===== src/hdl/sgb_pkg.sv =====
`default_nettype none
package sgb_pkg;

   localparam int MAX_RADIUS_DEF = 7;
   localparam int MAX_WIDTH_DEF  = 1024;
   localparam int MAX_HEIGHT_DEF = 1024;

   localparam int CH_N        = 4;
   localparam int CH_W        = 8;
   localparam int PIX_W       = CH_N * CH_W;
   localparam int WEIGHTS_W   = 64;
   localparam int RADIUS_W    = 3;
   localparam int DIM_W       = 11;
   localparam int OUT_POS_W   = 10;
   localparam int CSR_IDX_W   = 2;
   localparam int CSR_DATA_W  = 64;
   localparam int QUOT_BITS   = 8;

   localparam logic FUNC_PIXEL = 1'b0;
   localparam logic FUNC_DRAIN = 1'b1;

   localparam logic [RADIUS_W-1:0] RADIUS_RESET = 3'd0;
   localparam logic [DIM_W-1:0]    WIDTH_RESET  = 11'd1024;
   localparam logic [DIM_W-1:0]    HEIGHT_RESET = 11'd1024;

   typedef enum logic [CSR_IDX_W-1:0] {
      CSR_RADIUS  = 2'd0,
      CSR_WEIGHTS = 2'd1,
      CSR_WIDTH   = 2'd2,
      CSR_HEIGHT  = 2'd3
   } csr_index_type;

   typedef enum logic [4:0] {
      ST_IDLE,
      ST_DISPATCH,
      ST_HSET,
      ST_HTAP,
      ST_HDIVGO,
      ST_HDIVW,
      ST_HWR,
      ST_HRAW,
      ST_VCHK,
      ST_VSET,
      ST_VADR,
      ST_VACC,
      ST_VDIVGO,
      ST_VDIVW,
      ST_VRAWA,
      ST_VRAWD,
      ST_EMIT
   } state_type;

   typedef struct packed {
      logic accept;
      logic h_setup;
      logic h_tap;
      logic h_raw;
      logic h_write;
      logic v_setup;
      logic v_addr;
      logic v_acc;
      logic v_raw_addr;
      logic div_start;
      logic emit;
   } cmd_type;

   typedef struct packed {
      logic drop;
      logic has_h;
      logic r_zero;
      logic h_tap_last;
      logic h_last_x;
      logic emit_pend;
      logic v_last;
      logic div_done;
      logic out_free;
   } status_type;

   function automatic logic [CH_W-1:0] weight_of(input logic [WEIGHTS_W-1:0] w,
                                                 input logic [2:0] d);
      return w[8*d +: 8];
   endfunction

endpackage
`default_nettype wire


===== src/hdl/sgb_ctrl.sv =====
`default_nettype none
module sgb_ctrl (
   input  wire logic                 clock,
   input  wire logic                 reset,
   input  wire logic                 req_valid,
   output logic                      req_ready,
   input  wire sgb_pkg::status_type  status,
   output sgb_pkg::cmd_type          cmd
);

   sgb_pkg::state_type state_ff, state_in;

   always_comb begin
      state_in = state_ff;
      unique case (state_ff)
         sgb_pkg::ST_IDLE:
            if (req_valid && !status.drop) state_in = sgb_pkg::ST_DISPATCH;
         sgb_pkg::ST_DISPATCH:
            if (!status.has_h) state_in = sgb_pkg::ST_VCHK;
            else if (status.r_zero) state_in = sgb_pkg::ST_HRAW;
            else state_in = sgb_pkg::ST_HSET;
         sgb_pkg::ST_HSET:   state_in = sgb_pkg::ST_HTAP;
         sgb_pkg::ST_HTAP:
            if (status.h_tap_last) state_in = sgb_pkg::ST_HDIVGO;
         sgb_pkg::ST_HDIVGO: state_in = sgb_pkg::ST_HDIVW;
         sgb_pkg::ST_HDIVW:
            if (status.div_done) state_in = sgb_pkg::ST_HWR;
         sgb_pkg::ST_HWR:
            state_in = status.h_last_x ? sgb_pkg::ST_VCHK : sgb_pkg::ST_HSET;
         sgb_pkg::ST_HRAW:   state_in = sgb_pkg::ST_VCHK;
         sgb_pkg::ST_VCHK:
            if (!status.emit_pend) state_in = sgb_pkg::ST_IDLE;
            else if (status.r_zero) state_in = sgb_pkg::ST_VRAWA;
            else state_in = sgb_pkg::ST_VSET;
         sgb_pkg::ST_VSET:   state_in = sgb_pkg::ST_VADR;
         sgb_pkg::ST_VADR:   state_in = sgb_pkg::ST_VACC;
         sgb_pkg::ST_VACC:
            state_in = status.v_last ? sgb_pkg::ST_VDIVGO : sgb_pkg::ST_VADR;
         sgb_pkg::ST_VDIVGO: state_in = sgb_pkg::ST_VDIVW;
         sgb_pkg::ST_VDIVW:
            if (status.div_done) state_in = sgb_pkg::ST_EMIT;
         sgb_pkg::ST_VRAWA:  state_in = sgb_pkg::ST_VRAWD;
         sgb_pkg::ST_VRAWD:  state_in = sgb_pkg::ST_EMIT;
         sgb_pkg::ST_EMIT:
            if (status.out_free) state_in = sgb_pkg::ST_IDLE;
         default: state_in = sgb_pkg::ST_IDLE;
      endcase
   end

   always_comb begin
      cmd       = '0;
      req_ready = 1'b0;
      unique case (state_ff)
         sgb_pkg::ST_IDLE: begin
            req_ready  = 1'b1;
            cmd.accept = req_valid;
         end
         sgb_pkg::ST_HSET:   cmd.h_setup   = 1'b1;
         sgb_pkg::ST_HTAP:   cmd.h_tap     = 1'b1;
         sgb_pkg::ST_HDIVGO: cmd.div_start = 1'b1;
         sgb_pkg::ST_HWR:    cmd.h_write   = 1'b1;
         sgb_pkg::ST_HRAW:   cmd.h_raw     = 1'b1;
         sgb_pkg::ST_VSET:   cmd.v_setup   = 1'b1;
         sgb_pkg::ST_VADR:   cmd.v_addr    = 1'b1;
         sgb_pkg::ST_VACC:   cmd.v_acc     = 1'b1;
         sgb_pkg::ST_VDIVGO: cmd.div_start = 1'b1;
         sgb_pkg::ST_VRAWA:  cmd.v_raw_addr = 1'b1;
         sgb_pkg::ST_EMIT:   cmd.emit      = status.out_free;
         default: ;
      endcase
   end

   always_ff @(posedge clock) begin
      if (reset) begin
         state_ff <= sgb_pkg::ST_IDLE;
      end else begin
         state_ff <= state_in;
      end
   end

   a_accept_dispatch: assert property (@(posedge clock) disable iff (reset)
      (state_ff == sgb_pkg::ST_IDLE && req_valid && !status.drop)
      |=> state_ff == sgb_pkg::ST_DISPATCH)
      else $error("accepted item not dispatched");

   a_div_done_waiting: assert property (@(posedge clock) disable iff (reset)
      status.div_done |-> (state_ff == sgb_pkg::ST_HDIVW || state_ff == sgb_pkg::ST_VDIVW))
      else $error("divider finished outside a wait state");

   a_acc_after_addr: assert property (@(posedge clock) disable iff (reset)
      state_ff == sgb_pkg::ST_VACC |-> $past(state_ff) == sgb_pkg::ST_VADR)
      else $error("vertical accumulate without a read issued");

   a_emit_to_idle: assert property (@(posedge clock) disable iff (reset)
      cmd.emit |=> state_ff == sgb_pkg::ST_IDLE)
      else $error("emit did not end the item");

endmodule
`default_nettype wire


===== config.mk =====
export PLATFORM = sky130hd
export DESIGN_NAME = sgb_ctrl
export DESIGN_NICKNAME = d
export VERILOG_FILES = /design/src/hdl/sgb_pkg.sv /design/src/hdl/sgb_ctrl.sv
export SDC_FILE = /design/constraint.sdc
export NUM_CORES = 1
export LEC_CHECK = 0
export BUFFER_PORTS_ARGS = -buffer_cell sky130_fd_sc_hd__buf_4
export CORE_UTILIZATION = 25
export CTS_BUF_LIST = sky130_fd_sc_hd__clkbuf_2 sky130_fd_sc_hd__clkbuf_4 sky130_fd_sc_hd__clkbuf_8
export CTS_CLUSTER_DIAMETER = 100
export DETAILED_ROUTE_END_ITERATION = 16
export SYNTH_ARGS = -nofsm -noshare
export SYNTH_HDL_FRONTEND = slang
export SYNTH_SLANG_ARGS = --single-unit

===== constraint.sdc =====
create_clock -name clock -period 2.6 [get_ports clock]
set_input_delay 0.39 -clock clock [delete_from_list [all_inputs] [get_ports clock]]
set_output_delay 0.39 -clock clock [all_outputs]
set_load 0.05 [all_outputs]

==> impl_metrics.csv <==
group,metric,value,unit
sta,slew_violations,0,
floorplan,die_w,50.4,um
detailed_routing,dr.pass1.iters,4,
finish,area_delta_synth_final,36.3,%
critical_path,cp_slowest_cell,"dfxtp_1",
detailed_routing,drt_iter0_markers,29,
global_routing,grt_pass1_vias,662,
critical_path,crit_chain,"or3b_4, nor2_1, buf_4",
critical_path,start_kind,"flip-flop",
detailed_routing,wl,1.61,mm
synth,synth.most_common_cell,"nor2_1",
synth,synth_seq_area_share,17.1,%
floorplan,ios,24,
placement,port-buffer-count,23,
cts,cts_made_buffers,3,
global_routing,grt.overflow.total,0,
power,irDropWorstVdd,797,uV
cts,postCtsSetupBuffers,0,
power,p_sw,400,uW
synth,synth_area_leader_cell,"dfxtp_1",
finish,drive_above_1_share,28.2,%
detailed_routing,avgViaCountPerCell,5.23,
synth,synth_compound_area_share,25.6,%
cts,cts_sinks,5,
cts,clk_latency,0.25,ns
sta,max_slew_margin,66.3,%
synth,postSynthCellCount,88,
synth,ys_async_sr_fraction,0,%
power,leakage,0.323,nW
placement,dp_hpwl,1.28,mm
synth,ys.flop_type,"dfxtp_1",
detailed_routing,wl_per_cell,11.7,um
global_routing,grt_antenna_before_repair,0,
detailed_routing,route.detailed.drc,0,
floorplan,core,2210,sq um
cts,tritoncts,"done",
critical_path,critPathKind,"flip-flop to output port",
global_routing,grt_max_degree,18,
synth,yosysTopAreaCellShare,17.1,%
global_routing,grt_pass1_wl,2.73,mm
finish,layout.nets,123,
floorplan,die_h,50.4,um
floorplan,std_cell_rows,17,
cts,ctsHoldBuffers,0,
synth,avgSynthCellArea,6.65,sq um
synth,synth_common_cells,"nor2_1, nand2_1, dfxtp_1, nand2b_1, or3_1",
synth,synth_top_family_by_area,"simple AND/OR/NAND/NOR gates",
job,maxCapViolations,0,
detailed_routing,drtAntennaViolNets,0,
finish,reg.largest.list,"state_ff: 5 flops",
critical_path,critPathMaxFanout,16,
critical_path,endpoint_kind,"output port",
synth,synthTopCellsByArea,"dfxtp_1, nor2_1, nand2b_1, or3_1, nand2_1",
power,pwr-share-seq,23.7,%
synth,synth_edf_count,0,
power,p_clk_share,12.7,%
critical_path,critPathRequiredTime,2.21,ns
cts,htree_num_levels,1,
cts,clkSlewWorstSetupHoldPaths,0.05,ns
cts,cts-root-buf,"clkbuf_4",
sta,hold_violations,0,
synth,synth_cell_types,37,
finish,diodes,0,
synth,synth_adder_area_share,0,%
detailed_routing,vias,722,
cts,clockBufferDepth,2,
sta,finalSetupTns,0,ns
synth,syn_area,586,sq um
cts,ctsResizeCount,0,
sta,rsz0062_at_grt,"false",
synth,synth_nets,100,
synth,synthXorXnorAreaFrac,0,%
placement,place.gp.congestion,0.840,
synth,ys_seq_elements,5,
synth,synth.area.mux_share,0,%
sta,timing.fmax,493,MHz
power,power_density,907,nW/um^2
finish,largest_reg_flops,5,
sta,min_period,2.03,ns
critical_path,cp.arrival,1.64,ns
worst_hold_path,hp-class,"input pin to flip-flop",
sta,min_period_over_period,78.0,%
critical_path,crit_family,"flip-flops",
floorplan,dieArea,2540,sq um
synth,synthSimpleGateAreaFrac,51.5,%
outcome,status,"complete, no violations",
critical_path,crit_buf_inv,1,
finish,max_flop_register,"state_ff",
power,internal-power,324,uW
critical_path,worst_path_largest_cell_delay,0.60,ns
power,switching_share,55.2,%
synth,synth.yosys.warnings,0,
global_routing,grt_usage,14.0,%
sta,tightest_slew,0.506,ns
sta,setup_viol,0,
power,combPwrFrac,63.6,%
power,p_total,724,uW
finish,fillers,243,
sta,finClkSkew,0.00640,ns
floorplan,initial_core_util,26.5,%
==> layout make-up <==
class,count,area (sq um),share of cell area (%)
clock inverters,1,5.00,0.627
multi-input cells,75,452,56.6
repair buffers,23,173,21.6
well taps,28,35.0,4.39
inverters,3,11.3,1.41
clock buffers,3,22.5,2.82
flip-flops and latches,5,100,12.5
==> final timing paths <==
path / end / slack [ns] / depth (start not counted) / from
hold reg to reg: state_ff[4]$_SDFFE_PP0P_ / 0.76 / 4 / state_ff[3]$_SDFFE_PP0P_
hold / removal: state_ff[4]$_SDFFE_PP0P_ / 0.35 / 2 / reset
setup reg to reg: state_ff[1]$_SDFFE_PP0P_ / 0.81 / 4 / state_ff[1]$_SDFFE_PP0P_
setup / recovery: cmd[6] / 0.57 / 3 / state_ff[1]$_SDFFE_PP0P_
==> layout by cell type, fill, tap and decap left out, drive strengths merged, types with 2 or more instances in the layout <==
cell,n
clkbuf,3
dfxtp,5
nand2,8
a21oi,3
nand3b,2
nor2,18
or2,2
a41oi,2
o21bai,2
buf,23
a211oi,2
nor3,2
or3b,2
o211ai,2
nor2b,2
inv,3
nand2b,5
or3,5
nand3,2
==> worst register-to-register path, cell delays in order, from the launching register on <==
cell and delay (ns):
dfxtp_1 0.60, or3b_4 0.47, or3_1 0.36, a41o_1 0.21, o41ai_1 0.05
==> stage by stage <==
| step | util [%] | area, sq um | setup WS (ns) | hold WS [ns] | instances |
|---|---|---|---|---|---|
| floorplan | - | 586 | 0.214 | 0.459 | 88 |
| global placement | 34.8 | 771 | 0.876 | 0.599 | 134 |
| detailed placement | 34.8 | 771 | 0.827 | 0.611 | 134 |
| CTS | 36.1 | 798 | 0.565 | 0.339 | 138 |
| global route | 36.1 | 798 | 0.452 | 0.336 | 138 |
| finish | 36.1 | 798 | 0.572 | 0.345 | 138 |
==> layer usage <==
metal	GRT usage, %	part of all wire [%]	up-vias
met5	0	0	-
met4	4.17	0.74	0
li1	-	-	367
met1	18.5	47	322
met3	3.64	5.5	2
met2	22.2	47	31
==> logic make-up (layout without fill, tap and decap cells) <==
logic type	count (synthesis)	after routing
buffers and inverters	8	30
flip-flops	5	5
AND/OR/NAND/NOR	56	56
AO/OA/AOI/OAI	19	19
==> power by group through the flow <==
stage / sequential (mW) / combinational [mW] / clock (mW)
floorplan: 0.118 / 0.392 / 0
global placement: 0.170 / 0.458 / 0
detailed placement: 0.172 / 0.458 / 0
CTS: 0.170 / 0.460 / 0.0959
global route: 0.180 / 0.497 / 0.102
finish: 0.172 / 0.461 / 0.0917
Power figures use the tool's default switching activity.
